$ cat src/design/doad_pkg.sv
// ----------------------------------------------------------------------------
// DER OID arc decoder package
// Shared constants, status codes and the result record of the arc decoder.
// ----------------------------------------------------------------------------
`default_nettype none

package doad_pkg;

   localparam int ARC_BITS_DEFAULT = 32;
   localparam int ARC_OUT_BITS     = 32;
   localparam int GROUP_BITS       = 7;

   localparam logic [7:0] CONT_MARK  = 8'h80;
   localparam logic [7:0] GROUP_MASK = 8'h7F;

   // The first sub-identifier is split by 40 = 8 * 5. The running remainder
   // stays below 40, so one step divides a 13-bit value: shift by three, then
   // divide by five through x * 205 >> 10, which is exact for x below 1024.
   localparam int FIRST_DIVISOR = 40;
   localparam int REM_BITS      = 6;
   localparam int STEP_BITS     = REM_BITS + GROUP_BITS;
   localparam int DIV5_IN_BITS  = STEP_BITS - 3;
   localparam int DIV5_RECIP    = 205;
   localparam int DIV5_SHIFT    = 10;
   localparam int STEP_Q_BITS   = 8;

   localparam logic [1:0] STATUS_OK        = 2'd0;
   localparam logic [1:0] STATUS_OVERFLOW  = 2'd1;
   localparam logic [1:0] STATUS_TRUNCATED = 2'd2;

   typedef struct packed {
      logic [ARC_OUT_BITS-1:0] arc_value;
      logic                    last_arc;
      logic [1:0]              status;
   } result_type;

endpackage

`default_nettype wire

$ cat src/design/der_oid_arc_decoder.sv
// A result enters the registered output queue when its content byte is accepted.
// Throughput: one byte per cycle while the result side keeps up; a byte that
// ends the first sub-identifier gives two results, which leave the queue in turn.
// req_tready is high while at most one result waits in the three-entry output queue.
// Reset (synchronous, active high) empties the queue and clears the
// sub-identifier state, so the next byte starts a first sub-identifier.
// ----------------------------------------------------------------------------
// DER OID arc decoder
// Turns a stream of OID content bytes into arc numbers, flagging overflow and
// content that ends inside a sub-identifier.
// ----------------------------------------------------------------------------
`default_nettype none

module der_oid_arc_decoder
   import doad_pkg::*;
#(
   parameter int ARC_BITS = ARC_BITS_DEFAULT
) (
   input  wire logic                    clock,
   input  wire logic                    reset,
   input  wire logic                    req_tvalid,
   output logic                         req_tready,
   input  wire logic [7:0]              req_tdata,  // [7:0] content_byte
   input  wire logic                    req_tlast,  // end_of_content
   output logic                         rsp_tvalid,
   input  wire logic                    rsp_tready,
   output logic [ARC_OUT_BITS-1:0]      rsp_tdata,  // [31:0] arc_value
   output logic                         rsp_tlast,  // last_arc
   output logic [1:0]                   rsp_tuser   // [1:0] status
);

   localparam int QDEPTH = 3;

   logic [ARC_BITS-1:0]     acc_ff, acc_in;
   logic [ARC_BITS-1:0]     quo_ff, quo_in;
   logic [REM_BITS-1:0]     rem_ff, rem_in;
   logic                    first_ff, first_in;
   logic                    ovf_ff, ovf_in;
   result_type              slot_ff [QDEPTH];
   result_type              slot_in [QDEPTH];
   logic [1:0]              count_ff, count_in;

   logic                    accept;
   logic                    pop;
   logic [GROUP_BITS-1:0]   group;
   logic                    cont;
   logic                    ovf_now;
   logic [ARC_BITS-1:0]     acc_next;
   logic [STEP_BITS-1:0]    step_val;
   logic [DIV5_IN_BITS+7:0] div_prod;
   logic [STEP_Q_BITS-1:0]  step_q;
   logic [STEP_BITS-1:0]    step_r;
   logic [ARC_BITS-1:0]     quo_next;
   logic [ARC_OUT_BITS-1:0] sat_arc;
   result_type              res0, res1;
   logic [1:0]              push_n;
   logic [1:0]              count_mid;

   assign accept = req_tvalid && req_tready;
   assign pop    = rsp_tvalid && rsp_tready;
   assign group  = req_tdata[GROUP_BITS-1:0];
   assign cont   = (req_tdata & CONT_MARK) != 8'd0;

   // Set bits about to leave the accumulator mark the sub-identifier as overflowed.
   assign ovf_now  = ovf_ff || (acc_ff[ARC_BITS-1 -: GROUP_BITS] != '0);
   assign acc_next = {acc_ff[ARC_BITS-GROUP_BITS-1:0], group};

   // The quotient and remainder by 40 are kept alongside the accumulator:
   // 128 * (40q + r) + g = 40 * (128q + (128r + g) / 40) + (128r + g) % 40.
   assign step_val = {rem_ff, group};
   assign div_prod = step_val[STEP_BITS-1:3] * (DIV5_IN_BITS+8)'(DIV5_RECIP);
   assign step_q   = div_prod[DIV5_SHIFT +: STEP_Q_BITS];
   assign step_r   = step_val - STEP_BITS'(step_q) * STEP_BITS'(FIRST_DIVISOR);
   assign quo_next = {quo_ff[ARC_BITS-GROUP_BITS-1:0], {GROUP_BITS{1'b0}}}
                     + ARC_BITS'(step_q);
   assign sat_arc  = ARC_OUT_BITS'({ARC_BITS{1'b1}});

   always_comb begin
      res0   = '{arc_value: '0, last_arc: 1'b1, status: STATUS_TRUNCATED};
      res1   = res0;
      push_n = 2'd0;
      if (accept) begin
         if (cont) begin
            if (req_tlast) begin
               push_n = 2'd1;
            end
         end else if (first_ff) begin
            push_n = 2'd2;
            if (ovf_now) begin
               res0 = '{arc_value: sat_arc, last_arc: 1'b0, status: STATUS_OVERFLOW};
               res1 = '{arc_value: sat_arc, last_arc: req_tlast, status: STATUS_OVERFLOW};
            end else begin
               res0 = '{arc_value: ARC_OUT_BITS'(quo_next), last_arc: 1'b0,
                        status: STATUS_OK};
               res1 = '{arc_value: ARC_OUT_BITS'(step_r[REM_BITS-1:0]),
                        last_arc: req_tlast, status: STATUS_OK};
            end
         end else begin
            push_n = 2'd1;
            if (ovf_now) begin
               res0 = '{arc_value: sat_arc, last_arc: req_tlast, status: STATUS_OVERFLOW};
            end else begin
               res0 = '{arc_value: ARC_OUT_BITS'(acc_next), last_arc: req_tlast,
                        status: STATUS_OK};
            end
         end
      end
   end

   // Sub-identifier state.
   always_comb begin
      acc_in   = acc_ff;
      quo_in   = quo_ff;
      rem_in   = rem_ff;
      first_in = first_ff;
      ovf_in   = ovf_ff;
      if (accept) begin
         if (cont && !req_tlast) begin
            acc_in = acc_next;
            quo_in = quo_next;
            rem_in = step_r[REM_BITS-1:0];
            ovf_in = ovf_now;
         end else begin
            acc_in   = '0;
            quo_in   = '0;
            rem_in   = '0;
            ovf_in   = 1'b0;
            first_in = req_tlast ? 1'b1 : 1'b0;
         end
      end
   end

   // Output queue: slot 0 is the head, entries shift down on each accepted result.
   assign count_mid = count_ff - {1'b0, pop};
   assign count_in  = count_mid + push_n;

   always_comb begin
      for (int i = 0; i < QDEPTH; i++) begin
         if (pop && (i < QDEPTH - 1)) begin
            slot_in[i] = slot_ff[i+1];
         end else begin
            slot_in[i] = slot_ff[i];
         end
         if ((push_n != 2'd0) && (2'(i) == count_mid)) begin
            slot_in[i] = res0;
         end else if ((push_n == 2'd2) && (2'(i) == count_mid + 2'd1)) begin
            slot_in[i] = res1;
         end
      end
   end

   always_ff @(posedge clock) begin
      if (reset) begin
         acc_ff   <= '0;
         quo_ff   <= '0;
         rem_ff   <= '0;
         first_ff <= 1'b1;
         ovf_ff   <= 1'b0;
         count_ff <= 2'd0;
      end else begin
         acc_ff   <= acc_in;
         quo_ff   <= quo_in;
         rem_ff   <= rem_in;
         first_ff <= first_in;
         ovf_ff   <= ovf_in;
         count_ff <= count_in;
      end
   end

   always_ff @(posedge clock) begin
      for (int i = 0; i < QDEPTH; i++) begin
         slot_ff[i] <= slot_in[i];
      end
   end

   assign req_tready = count_ff <= 2'd1;
   assign rsp_tvalid = count_ff != 2'd0;
   assign rsp_tdata  = slot_ff[0].arc_value;
   assign rsp_tlast  = slot_ff[0].last_arc;
   assign rsp_tuser  = slot_ff[0].status;

endmodule

`default_nettype wire

$ cat config.mk
export PLATFORM = sky130hd
export DESIGN_NAME = der_oid_arc_decoder
export DESIGN_NICKNAME = d
export VERILOG_FILES = /design/src/design/doad_pkg.sv /design/src/design/der_oid_arc_decoder.sv
export SDC_FILE = /design/constraint.sdc
export NUM_CORES = 1
export LEC_CHECK = 0
export CAP_MARGIN = 20
export CORE_MARGIN = 4
export CORE_UTILIZATION = 45
export DETAILED_ROUTE_END_ITERATION = 10
export DONT_BUFFER_PORTS = 1
export PLACE_DENSITY = 0.7
export SYNTH_ARGS = -nofsm -noshare
export SYNTH_HDL_FRONTEND = slang
export SYNTH_SLANG_ARGS = --single-unit
$ cat constraint.sdc
create_clock -name clock -period 20.9 [get_ports clock]
set_clock_uncertainty 0.2 [all_clocks]
set_input_delay 4.18 -clock clock [delete_from_list [all_inputs] [get_ports clock]]
set_output_delay 4.18 -clock clock [all_outputs]
set_load 0.1 [all_outputs]
==> results_dict.tcl <==
set metrics [dict create \
    run_status "finished clean" \
    critPathLaunchType "input port" \
    period_share_pct 46.9 \
    cts_tree "done" \
    drt-initial-drc-count 1049 \
    first_pass_iters 8 \
    clk_pin_slew_ps 70 \
    row_count 54 \
    n_fill_cell 1975 \
    drc 0 \
    holdBufCountCts 0 \
    crit_path_end_kind "flip-flop" \
    dieHeight_um 158 \
    syn_nets 1164 \
    maxCapViolations 0 \
    seq_power_share_pct 49.6 \
    clock-sinks 169 \
    cp_slowest_stage_delay_ps 520 \
    worstSetupPathType "input port to flip-flop" \
    routabilityCongestion 0.917 \
    grt_first_pass_wirelength_um 43300 \
    wirelength_um 27300 \
    ys_seq_elements 169 \
    synth.distinct_cells 74 \
    critPathSlowestCell "fa_1" \
    dr_total_vias 8043 \
    die_area_um2 25000 \
    p_int_uw 810 \
    critPathTopFamily "adder cells" \
    antenna_found_initial 0 \
    synth_seq_area_share_pct 43.6 \
    antenna_cells 0 \
    htree_num_levels 4 \
    viasPerCell 6.19 \
    peakVddDrop_uv 70.8 \
    fin_setup_tns_ps 0 \
    cp_max_fo 10 \
    drive_gt1_share_pct 6.87 \
    clock_latency_ps 440 \
    finalSetupViolCount 0 \
    cts_buffers 17 \
    grt_pass1_vias 7483 \
    worstMarginPinSlew_ps 949 \
    crit_chain "ha_1 > inv_1 > fa_1 > inv_1 > fa_1 > inv_1 > fa_1 > inv_1 > ha_1 > a21o_1 > a31oi_1 > o22a_1 > a21oi_1 > a211oi_1 > xnor2_1 > ha_1 > ha_1 > nand3_1 > nor2_1 > xnor2_1 > a21oi_1 > o21ai_0 > o21ai_0" \
    hold_violations 0 \
    synth_ff_type "edfxtp_1" \
    cp.arrival_ps 9750 \
    top_level_ports 50 \
    netlist_area_um2 10200 \
    cts_setup_buffers 0 \
    fin_crit_ps 9800 \
    drv_slew 0 \
    async_flop_share_pct 0 \
    overflow 0 \
    clkPwrFrac_pct 19.9 \
    pre_cts_ws_ps 10720 \
    grt_max_degree 70 \
    cts_resized 0 \
    synth_edf_count 105 \
    yosysWarnings 0 \
    fmax_ghz 0.102 \
    cts-root-buf "clkbuf_16" \
    final_nets 1090 \
    power.density_nw_per_um2 147 \
    worstPathRequired_ps 20850 \
    clock_path_buffers 2 \
    most-common-layout-cells "105 x edfxtp_1, 103 x nor2_1, 102 x o21ai_0" \
    io_buffers 0 \
    rsz0062_at_grt "no" \
    initial_core_util_pct 46.1 \
    ant_nets 0 \
    area_delta_synth_final_pct 5.53 \
    power.total_uw 1580 \
    grt_use_total_pct 22.1 \
    dp_hpwl_um 18600 \
    cellLeakagePower_uw 0.00421 \
    finalWorstSetupSlack_ps 11100 \
    coreArea_um2 22000 \
    slew_headroom_pct 36.6 \
    swShare_pct 48.6 \
    avgSynthCellArea_um2 9.41 \
    avgRoutedWirePerCell_um 21.0 \
    syn_inst 1080 \
    hp-class "flip-flop to flip-flop" \
    combPwrFrac_pct 30.6 \
    path_buf_inv 4 \
    final_common_cell "edfxtp_1" \
    p_sw_uw 767 \
    die_w_um 158 \
]
[cell families after synthesis]
group / after synthesis / share of synthesized area (%)
and+or+nand+nor: 303 / 14.2
buffers and inverters: 169 / 7.65
xor gates and xnor gates: 32 / 3.05
DFF: 169 / 43.6
AOI/OAI and AO/OA: 331 / 21.0
adders and majority gates: 71 / 10.0
muxes: 5 / 0.493
[cell usage after synthesis, types with 24 or more instances]
library cell	n	area, um^2
o21ai_0	103	515
ha_1	54	676
a22oi_1	63	473
buf_4	34	255
inv_1	57	214
nor2_1	104	390
clkbuf_1	60	225
dfxtp_1	64	1280
nand2_1	85	319
a21oi_1	58	290
edfxtp_1	105	3150
o211ai_1	24	180
[worst paths after layout]
path / startpoint / to / slack [ps] / depth (start not counted)
setup reg to reg: acc_ff[0]$_SDFFE_PP0P_ / slot_ff[0][88]$_DFFE_PP_ / 14320 / 23
setup / recovery: req_tdata[6] / slot_ff[0][88]$_DFFE_PP_ / 11100 / 23
hold reg to reg: slot_ff[0][36]$_DFFE_PP_ / slot_ff[0][1]$_DFFE_PP_ / 320 / 1
hold / removal: slot_ff[0][36]$_DFFE_PP_ / slot_ff[0][1]$_DFFE_PP_ / 320 / 1
[sequential cells by signal, summed over array words and instances, names as in the netlist]
name / flops
acc_ff: 32
count_ff: 2
first_ff: 1
ovf_ff: 1
quo_ff: 25
rem_ff: 3
slot_ff: 105
[final cells by class]
class                           count  area (um^2)  area share (%)
Inverter                           58          218            2.03
Timing Repair Buffer               18          135            1.26
Clock inverter                     15          175            1.63
Tap cell                          280          350            3.27
Sequential cell                   169         4440            41.4
Clock buffer                       17          425            3.97
Multi-Input combinational cell    742         4980            46.5
[metal layers]
metal	wire, um	vias to the layer above	GRT usage, %	part of all wire, %
li1	-	3752	-	-
met5	0	-	0	0
met3	2470	46	4.54	9.0
met4	565	0	6.95	2.1
met2	12300	411	33.6	45
met1	12000	3834	31.9	44
[power groups by stage]
| stage | Sequential, uW | Clock [uW] | Combinational [uW] |
|---|---|---|---|
| finish | 782 | 313 | 482 |
| global route | 793 | 331 | 532 |
| CTS | 783 | 316 | 476 |
| detailed placement | 790 | 0 | 473 |
| global placement | 788 | 0 | 468 |
| floorplan | 520 | 0 | 660 |
[stage by stage]
step / cell area [um^2] / util [%] / instances / hold WS, ps
after detailed placement: 10100 / 46.0 / 1267 / 303
after global placement: 10100 / 46.0 / 1267 / 293
after global routing: 10700 / 48.7 / 1299 / 345
after CTS: 10700 / 48.7 / 1299 / 323
after floorplan: 10200 / - / 1080 / 279
final: 10700 / 48.7 / 1299 / 319
Note: power is estimated with default switching activity, not from simulation.
